`src/sv/assert_macros.svh`:
```
// Assertion macros for the RTL of the flood-fill block; gfr_engine is the module that uses them.
// Needs nothing else; files that assert take it in by include.
`ifndef ASSERT_MACROS_SVH
`define ASSERT_MACROS_SVH

// A property that must hold at every clock edge outside reset.
`define GFR_ASSERT_NOW(lbl, clk, rst_n, prop, msg) \
    lbl: assert property (@(posedge clk) disable iff (!rst_n) (prop)) else $error(msg);

// A condition that must be followed by a consequence in the next cycle.
`define GFR_ASSERT_NEXT(lbl, clk, rst_n, ante, cons, msg) \
    lbl: assert property (@(posedge clk) disable iff (!rst_n) (ante) |=> (cons)) else $error(msg);

`endif

```
`src/sv/gfr_pkg.sv`:
```
// Package of the grid flood-fill block: payload types, codes and helpers.
// Used by every module of the block; depends on nothing.
`default_nettype none

package gfr_pkg;

    localparam int CFG_W          = 7;
    localparam int CNT_SAT_W      = 13;
    localparam int APB_AW         = 3;
    localparam int APB_DW         = 32;
    localparam int DEF_MAX_WIDTH  = 64;
    localparam int DEF_MAX_HEIGHT = 64;

    localparam logic [CFG_W-1:0]     DIM_RESET = 7'd64;
    localparam logic [CNT_SAT_W-1:0] COUNT_MAX = 13'h1FFF;

    localparam logic REG_GRID_WIDTH  = 1'b0;
    localparam logic REG_GRID_HEIGHT = 1'b1;

    localparam logic [2:0] KIND_FLOOR = 3'd0;
    localparam logic [2:0] KIND_WALL  = 3'd1;
    localparam logic [2:0] KIND_EXIT  = 3'd2;
    localparam logic [2:0] KIND_COLL  = 3'd3;
    localparam logic [2:0] KIND_START = 3'd4;

    localparam logic [2:0] FAIL_OK           = 3'd0;
    localparam logic [2:0] FAIL_NO_EXIT      = 3'd1;
    localparam logic [2:0] FAIL_NO_COLL      = 3'd2;
    localparam logic [2:0] FAIL_NO_START     = 3'd3;
    localparam logic [2:0] FAIL_EXIT_UNREACH = 3'd4;
    localparam logic [2:0] FAIL_COLL_UNREACH = 3'd5;
    localparam logic [2:0] FAIL_MANY_STARTS  = 3'd6;
    localparam logic [2:0] FAIL_MANY_EXITS   = 3'd7;

    localparam logic ALU_ADD = 1'b0;
    localparam logic ALU_SUB = 1'b1;

    typedef struct packed {
        logic [2:0] cell_kind;
        logic       last_cell;
    } t_in_item;

    typedef struct packed {
        logic                 map_valid;
        logic                 exit_reachable;
        logic [CNT_SAT_W-1:0] reachable_collectibles;
        logic [CNT_SAT_W-1:0] total_collectibles;
        logic [2:0]           fail_code;
    } t_out_item;

    typedef struct packed {
        logic             settle;
        logic [CFG_W-1:0] w;
        logic [CFG_W-1:0] w_m1;
    } t_dims;

    typedef struct packed {
        logic                 done;
        logic                 exit_seen;
        logic [CNT_SAT_W-1:0] exit_count;
        logic [CNT_SAT_W-1:0] start_count;
        logic [CNT_SAT_W-1:0] coll_count;
        logic [CNT_SAT_W-1:0] reached;
    } t_tally;

    function automatic logic [CNT_SAT_W-1:0] sat_inc(input logic [CNT_SAT_W-1:0] v);
        return (v == COUNT_MAX) ? v : v + 13'd1;
    endfunction

endpackage

`default_nettype wire

```
`src/sv/gfr_cfg.sv`:
```
// Configuration registers on the APB-style port, and the map shape derived from them.
// Depends on gfr_pkg for register codes and the shape struct.
`default_nettype none

module gfr_cfg #(
    parameter int MAX_WIDTH  = gfr_pkg::DEF_MAX_WIDTH,
    parameter int MAX_HEIGHT = gfr_pkg::DEF_MAX_HEIGHT,
    parameter int CNT_W      = 13
) (
    input  wire logic                        i_clk,
    input  wire logic                        i_rst_n,
    input  wire logic                        psel,
    input  wire logic                        penable,
    input  wire logic                        pwrite,
    input  wire logic [gfr_pkg::APB_AW-1:0]  paddr,
    input  wire logic [gfr_pkg::APB_DW-1:0]  pwdata,
    output logic      [gfr_pkg::APB_DW-1:0]  prdata,
    output logic                             pready,
    output gfr_pkg::t_dims                   o_dims,
    output logic      [CNT_W-1:0]            o_cap
);

    localparam int CW = gfr_pkg::CFG_W;

    logic [CW-1:0]   r_grid_width;
    logic [CW-1:0]   r_grid_height;
    logic            r_settle;
    logic [CW-1:0]   r_w;
    logic [CW-1:0]   r_w_m1;
    logic [CNT_W-1:0] r_cap;
    logic [CW-1:0]   n_w;
    logic [CW-1:0]   n_h;
    logic [2*CW-1:0] prod;
    logic            wr_en;

    assign wr_en = psel && penable && pwrite;

    always_ff @(posedge i_clk) begin
        if (!i_rst_n) begin
            r_grid_width  <= gfr_pkg::DIM_RESET;
            r_grid_height <= gfr_pkg::DIM_RESET;
            r_settle      <= 1'b1;
        end else begin
            r_settle <= wr_en;
            if (wr_en) begin
                unique case (paddr[2])
                    gfr_pkg::REG_GRID_WIDTH:  r_grid_width  <= pwdata[CW-1:0];
                    gfr_pkg::REG_GRID_HEIGHT: r_grid_height <= pwdata[CW-1:0];
                endcase
            end
        end
    end

    always_comb begin
        if (r_grid_width == '0) begin
            n_w = {{(CW-1){1'b0}}, 1'b1};
        end else if (int'(r_grid_width) > MAX_WIDTH) begin
            n_w = CW'(MAX_WIDTH);
        end else begin
            n_w = r_grid_width;
        end
        if (r_grid_height == '0) begin
            n_h = {{(CW-1){1'b0}}, 1'b1};
        end else if (int'(r_grid_height) > MAX_HEIGHT) begin
            n_h = CW'(MAX_HEIGHT);
        end else begin
            n_h = r_grid_height;
        end
        prod = {{CW{1'b0}}, n_w} * {{CW{1'b0}}, n_h};
    end

    always_ff @(posedge i_clk) begin
        r_w    <= n_w;
        r_w_m1 <= n_w - {{(CW-1){1'b0}}, 1'b1};
        r_cap  <= CNT_W'(prod);
    end

    always_comb begin
        unique case (paddr[2])
            gfr_pkg::REG_GRID_WIDTH:  prdata = {{(gfr_pkg::APB_DW-CW){1'b0}}, r_grid_width};
            gfr_pkg::REG_GRID_HEIGHT: prdata = {{(gfr_pkg::APB_DW-CW){1'b0}}, r_grid_height};
        endcase
    end

    assign pready      = 1'b1;
    assign o_dims.settle = r_settle;
    assign o_dims.w      = r_w;
    assign o_dims.w_m1   = r_w_m1;
    assign o_cap         = r_cap;

endmodule

`default_nettype wire

```
`config.mk`:
```
export PLATFORM = sky130hd
export DESIGN_NAME = gfr_cfg
export DESIGN_NICKNAME = d
export VERILOG_FILES = /design/src/sv/assert_macros.svh /design/src/sv/gfr_pkg.sv /design/src/sv/gfr_cfg.sv
export SDC_FILE = /design/constraint.sdc
export NUM_CORES = 1
export LEC_CHECK = 0
export ABC_AREA = 1
export BUFFER_PORTS_ARGS = -buffer_cell sky130_fd_sc_hd__buf_2
export CORE_MARGIN = 1.5
export CORE_UTILIZATION = 56
export DETAILED_ROUTE_END_ITERATION = 16
export PLACE_DENSITY = 0.86
export SYNTH_ARGS = -nofsm -noshare
export SYNTH_HDL_FRONTEND = slang
export SYNTH_SLANG_ARGS = --single-unit
```
`constraint.sdc`:
```
create_clock -name i_clk -period 5.95 [get_ports i_clk]
set_input_delay 0.2975 -clock i_clk [delete_from_list [all_inputs] [get_ports i_clk]]
set_output_delay 0.2975 -clock i_clk [all_outputs]
set_load 0.1 [all_outputs]
```
-- Yosys cells after proc, flatten, opt, wreduce, memory -nomap -nowiden
Cells that the tools add are included.
- flip-flop bits (word level): 42
- bits in latches: 0
- bits in writable memories: 0
- bits in read-only memories: 0
- input bits: 40
- output and inout bits: 61
- memories: 0
- add/subtract/negate cells: 1
- $mul: 1
- div/mod/pow operators: 0
- order comparisons: 2
- equality and inequality tests: 0
- shifts and indexed selects: 0
- muxes and demuxes: 5
- bitwise gates (word level): 1
- reductions and logical operators: 6
- operators by type and width (kind ; count):
    $pmux W32 S2 ; 1
    $mux W7 ; 4
    $gt A7 B7 Y1 const B ; 2
    $logic_not A7 Y1 ; 2
    $mul A7 B7 Y13 ; 1
    $sub A7 B1 Y7 const B ; 1
    $reduce_and A2 Y1 ; 2
    $logic_and A1 B1 Y1 ; 2
    $not A1 Y1 ; 1

-- Depth between registers and ports, before layout
- word-level depth: 4
- mapped depth: 23

-- Worst setup path after synthesis
OpenSTA, ideal clock, no wires.
- path kind: reg-to-reg
- start: register r_grid_width[6]
- end: register r_cap[12], in the netlist o_cap[12]
- arrival time: 3.916 ns
- slack: 1.922 ns
- stages on the path, launching flop included: 19
- period minus slack after synthesis: 4.028 ns
- path through: dfxtp_1 > inv_1 > nand2_1 > a21boi_4 > nor2_1 > fa_1 > inv_1 > fa_1 > fa_1 > inv_1 > fa_1 > ha_1 > nand2_1 > nor2_1 > nand3_1 > nand3_1 > inv_1 > nand2_1 > nand2_1
- longest elaborated chain between the ends: 4
- ends and longest elaborated chain (element ; line ; text):
    start, declared ; gfr_cfg.sv:25 ; logic [CW-1:0] r_grid_width;
    start signal, assigned ; gfr_cfg.sv:40 ; r_grid_width <= gfr_pkg::DIM_RESET;
    start signal, assigned ; gfr_cfg.sv:47 ; gfr_pkg::REG_GRID_WIDTH: r_grid_width <= pwdata[CW-1:0];
    $gt A7 B7 Y1 ; gfr_cfg.sv:57 ; end else if (int'(r_grid_width) > MAX_WIDTH) begin
    $mux W7 ; gfr_cfg.sv:57 ;
    $mux W7 (*) ; gfr_cfg.sv:55 ; if (r_grid_width == '0) begin
    $mul A7 B7 Y13 (*) ; gfr_cfg.sv:69 ; prod = {{CW{1'b0}}, n_w} * {{CW{1'b0}}, n_h};
    via prod[12] ; gfr_cfg.sv:33 ; logic [2*CW-1:0] prod;
    end signal, assigned ; gfr_cfg.sv:75 ; r_cap <= CNT_W'(prod);
    end, declared ; gfr_cfg.sv:30 ; logic [CNT_W-1:0] r_cap;
Mark *: on every way through the listed nets, which the timed path passes. The rest lies on a longest branch.
A chain may end at the register's enable or synchronous reset.

-- Worst setup path in the final report
Same ends and word-level chain as after synthesis.

==> impl_metrics.toml <==
[power_and_ir_drop]
p_switching_mw = 0.262
pwr-share-comb_pct = 26.4
p_int_mw = 0.402
powerDensity_nw_per_um2 = 191
pwr-share-clk_pct = 29.4
p_leak_nw = 1.97
switching_share_pct = 39.5
pwr-share-seq_pct = 44.2
ir_drop_uv = 109

[place]
port_buffers = 47
dpl.hpwl_um = 5290
gp_congestion = 0.879

[critical_path]
crit_fanout = 10
start_kind = "register"
path_class = "reg -> reg"
required_ns = 6.15
crit_arrival_ns = 4.62
end_kind = "register"

[timing]
fmax_ghz = 0.227
maxSlewViolCount = 0
final.setup.tns_ns = 0
skew_ns = 0.0134
finalHoldViolations = 0
rsz0062_at_grt = "no"
setup_violations = 0
timing.final.crit_share_pct = 74.2
timing.final.crit_period_ns = 4.41

[route]
num_vias = 2637
drt-initial-drc-count = 125
dr.pass1.iters = 4
remaining_drc_errors = 0
totalWireLength_um = 6550
via_per_inst = 4.92
ant_nets = 0
route.detailed.wl_per_inst_um = 12.2

[clock_network]
clock-sinks = 42
clkSlewWorstSetupHoldPaths_ns = 0.09
clk_latency_ns = 0.31
htree_levels = 2
postCtsHoldBufs = 0
cts_buffer_depth = 2
cts_tree = "done"
ctsRootBufferMaster = "clkbuf_8"
numCtsBuffers = 5
cts_setup_buffers = 0
cts_repair_resize_count = 0

[floorplanning]
pin_count = 101
start_util_pct = 58.2
rows = 27
die-area_sq_um = 6190
core_sq_um = 5510
fp.dieW_um = 78.6
die_h_um = 78.6

[global_routing]
grt_pass1_wl_um = 11400
overflow = 0
grt_pass1_vias = 2695
grt_usage_pct = 23.6
antenna_found_initial = 0
grt_start_max_net_pins = 16

[min_path]
hold_class = "in -> reg"

[synth]
yosysWarningCount = 0
ys_seq_area_share_pct = 26.2
ys_ff_latch = 42
netlist_area_sq_um = 3200
postSynthCellCount = 417
ys_types = 29
syn_avg_cell_area_sq_um = 7.68

[finish]
mostFrequentLayoutCells = "78 x nand2_1, 74 x inv_1, 52 x nor2_1"
area_growth_pct = 8.82
layout-drive-gt1-share_pct = 14.4
num-fill-cells = 483
antennaDiodeCount = 0
fin_util_pct = 63.3
layout_commonest_cell = "nand2_1"
layout.nets = 557

[flow_run]
maxCapViolations = 0

[run_status]
status = "finished, final reports clean"
sequential cells by signal, summed over array words and instances, names as in the netlist:
name / cells
r_w_m1: 7
r_grid_width: 7
r_grid_height: 7
r_settle: 1
r_w: 7
o_cap: 13
synth_stat cells (all sizes together):
master / count / share of area (%)
a41oi: 1 / 0.27
dfxtp: 42 / 26
o21ai: 19 / 3.0
a21boi: 2 / 0.82
nor2: 60 / 7.8
buf: 30 / 7.0
xor2: 7 / 1.9
o211ai: 1 / 0.23
a21oi: 16 / 2.5
nand2: 78 / 9.1
xnor2: 3 / 0.82
nand4: 3 / 0.59
nand3: 16 / 2.5
conb: 2 / 0.23
a21o: 1 / 0.23
inv: 75 / 8.8
clkbuf: 3 / 0.35
o21bai: 1 / 0.23
fa: 23 / 14
nor3: 2 / 0.66
a211oi: 1 / 0.23
ha: 31 / 12
cell families after synthesis:
family | after synthesis | synth area share (%)
DFF | 42 | 26.2
adders and majority gates | 54 | 26.5
xor gates and xnor gates | 10 | 2.73
buffers and inverters | 108 | 16.1
other | 2 | 0.234
AOI/OAI and AO/OA | 42 | 7.50
and+or+nand+nor | 159 | 20.7
per-stage QoR:
stage | hold slack (ns) | worst slack (ns) | area, sq um | total power, mW | instances
2_1_floorplan | 0.428 | 1.92 | 3290 | 0.470 | 441
3_3_place_gp | 0.474 | 1.65 | 3390 | 0.473 | 528
3_5_place_dp | 0.486 | 1.59 | 3390 | 0.475 | 528
4_1_cts | 0.225 | 1.57 | 3490 | 0.668 | 536
5_1_grt | 0.263 | 1.23 | 3490 | 0.690 | 536
6_report | 0.233 | 1.54 | 3490 | 0.665 | 536
worst max-delay path, cell delays in order (launching register included):
cell and delay (ns):
dfxtp_1 0.35, inv_1 0.15, nand2_1 0.15, a21boi_4 0.36, nor2_1 0.11, fa_1 0.55, inv_1 0.06, fa_1 0.52
fa_1 0.56, inv_1 0.06, fa_1 0.48, ha_1 0.36, nand2_1 0.11, nor2_1 0.15, nand3_1 0.09, nand3_1 0.13
inv_1 0.05, nand2_1 0.05, nand2_1 0.04
final cells by class:
| type | count | area [sq um] | area share [%] |
|---|---|---|---|
| flip-flops and latches | 42 | 841 | 24.1 |
| clock buffers | 6 | 82.6 | 2.37 |
| multi-input cells | 291 | 1940 | 55.5 |
| clock inverters | 2 | 12.5 | 0.359 |
| well taps | 72 | 90.1 | 2.58 |
| inverters | 75 | 282 | 8.07 |
| repair buffers | 48 | 243 | 6.96 |
final timing paths:
| kind | start | end | slack, ns | depth (start not counted) |
|---|---|---|---|---|
| setup / recovery | r_grid_width[6] | o_cap[12] | 1.54 | 18 |
| hold / removal | pwdata[5] | r_grid_height[5] | 0.23 | 3 |
| hold reg to reg | r_grid_height[4] | r_grid_height[4] | 0.51 | 2 |
| setup reg to reg | r_grid_width[6] | o_cap[12] | 1.54 | 18 |
power by group through the flow:
stage          clock, mW  sequential, mW  combinational, mW
3_3_place_gp           0           0.300              0.173
6_report           0.195           0.294              0.176
2_1_floorplan          0           0.335              0.135
3_5_place_dp           0           0.300              0.175
5_1_grt            0.212           0.295              0.183
4_1_cts            0.200           0.294              0.175
metal layers:
metal	track usage [%]	up-vias	wire (um)
met5	0	-	0
met4	9.46	0	84
met3	4.53	9	383
met2	42.9	85	3350
met1	26.9	1227	2740
li1	-	1316	-
Power figures use the tool's default switching activity.
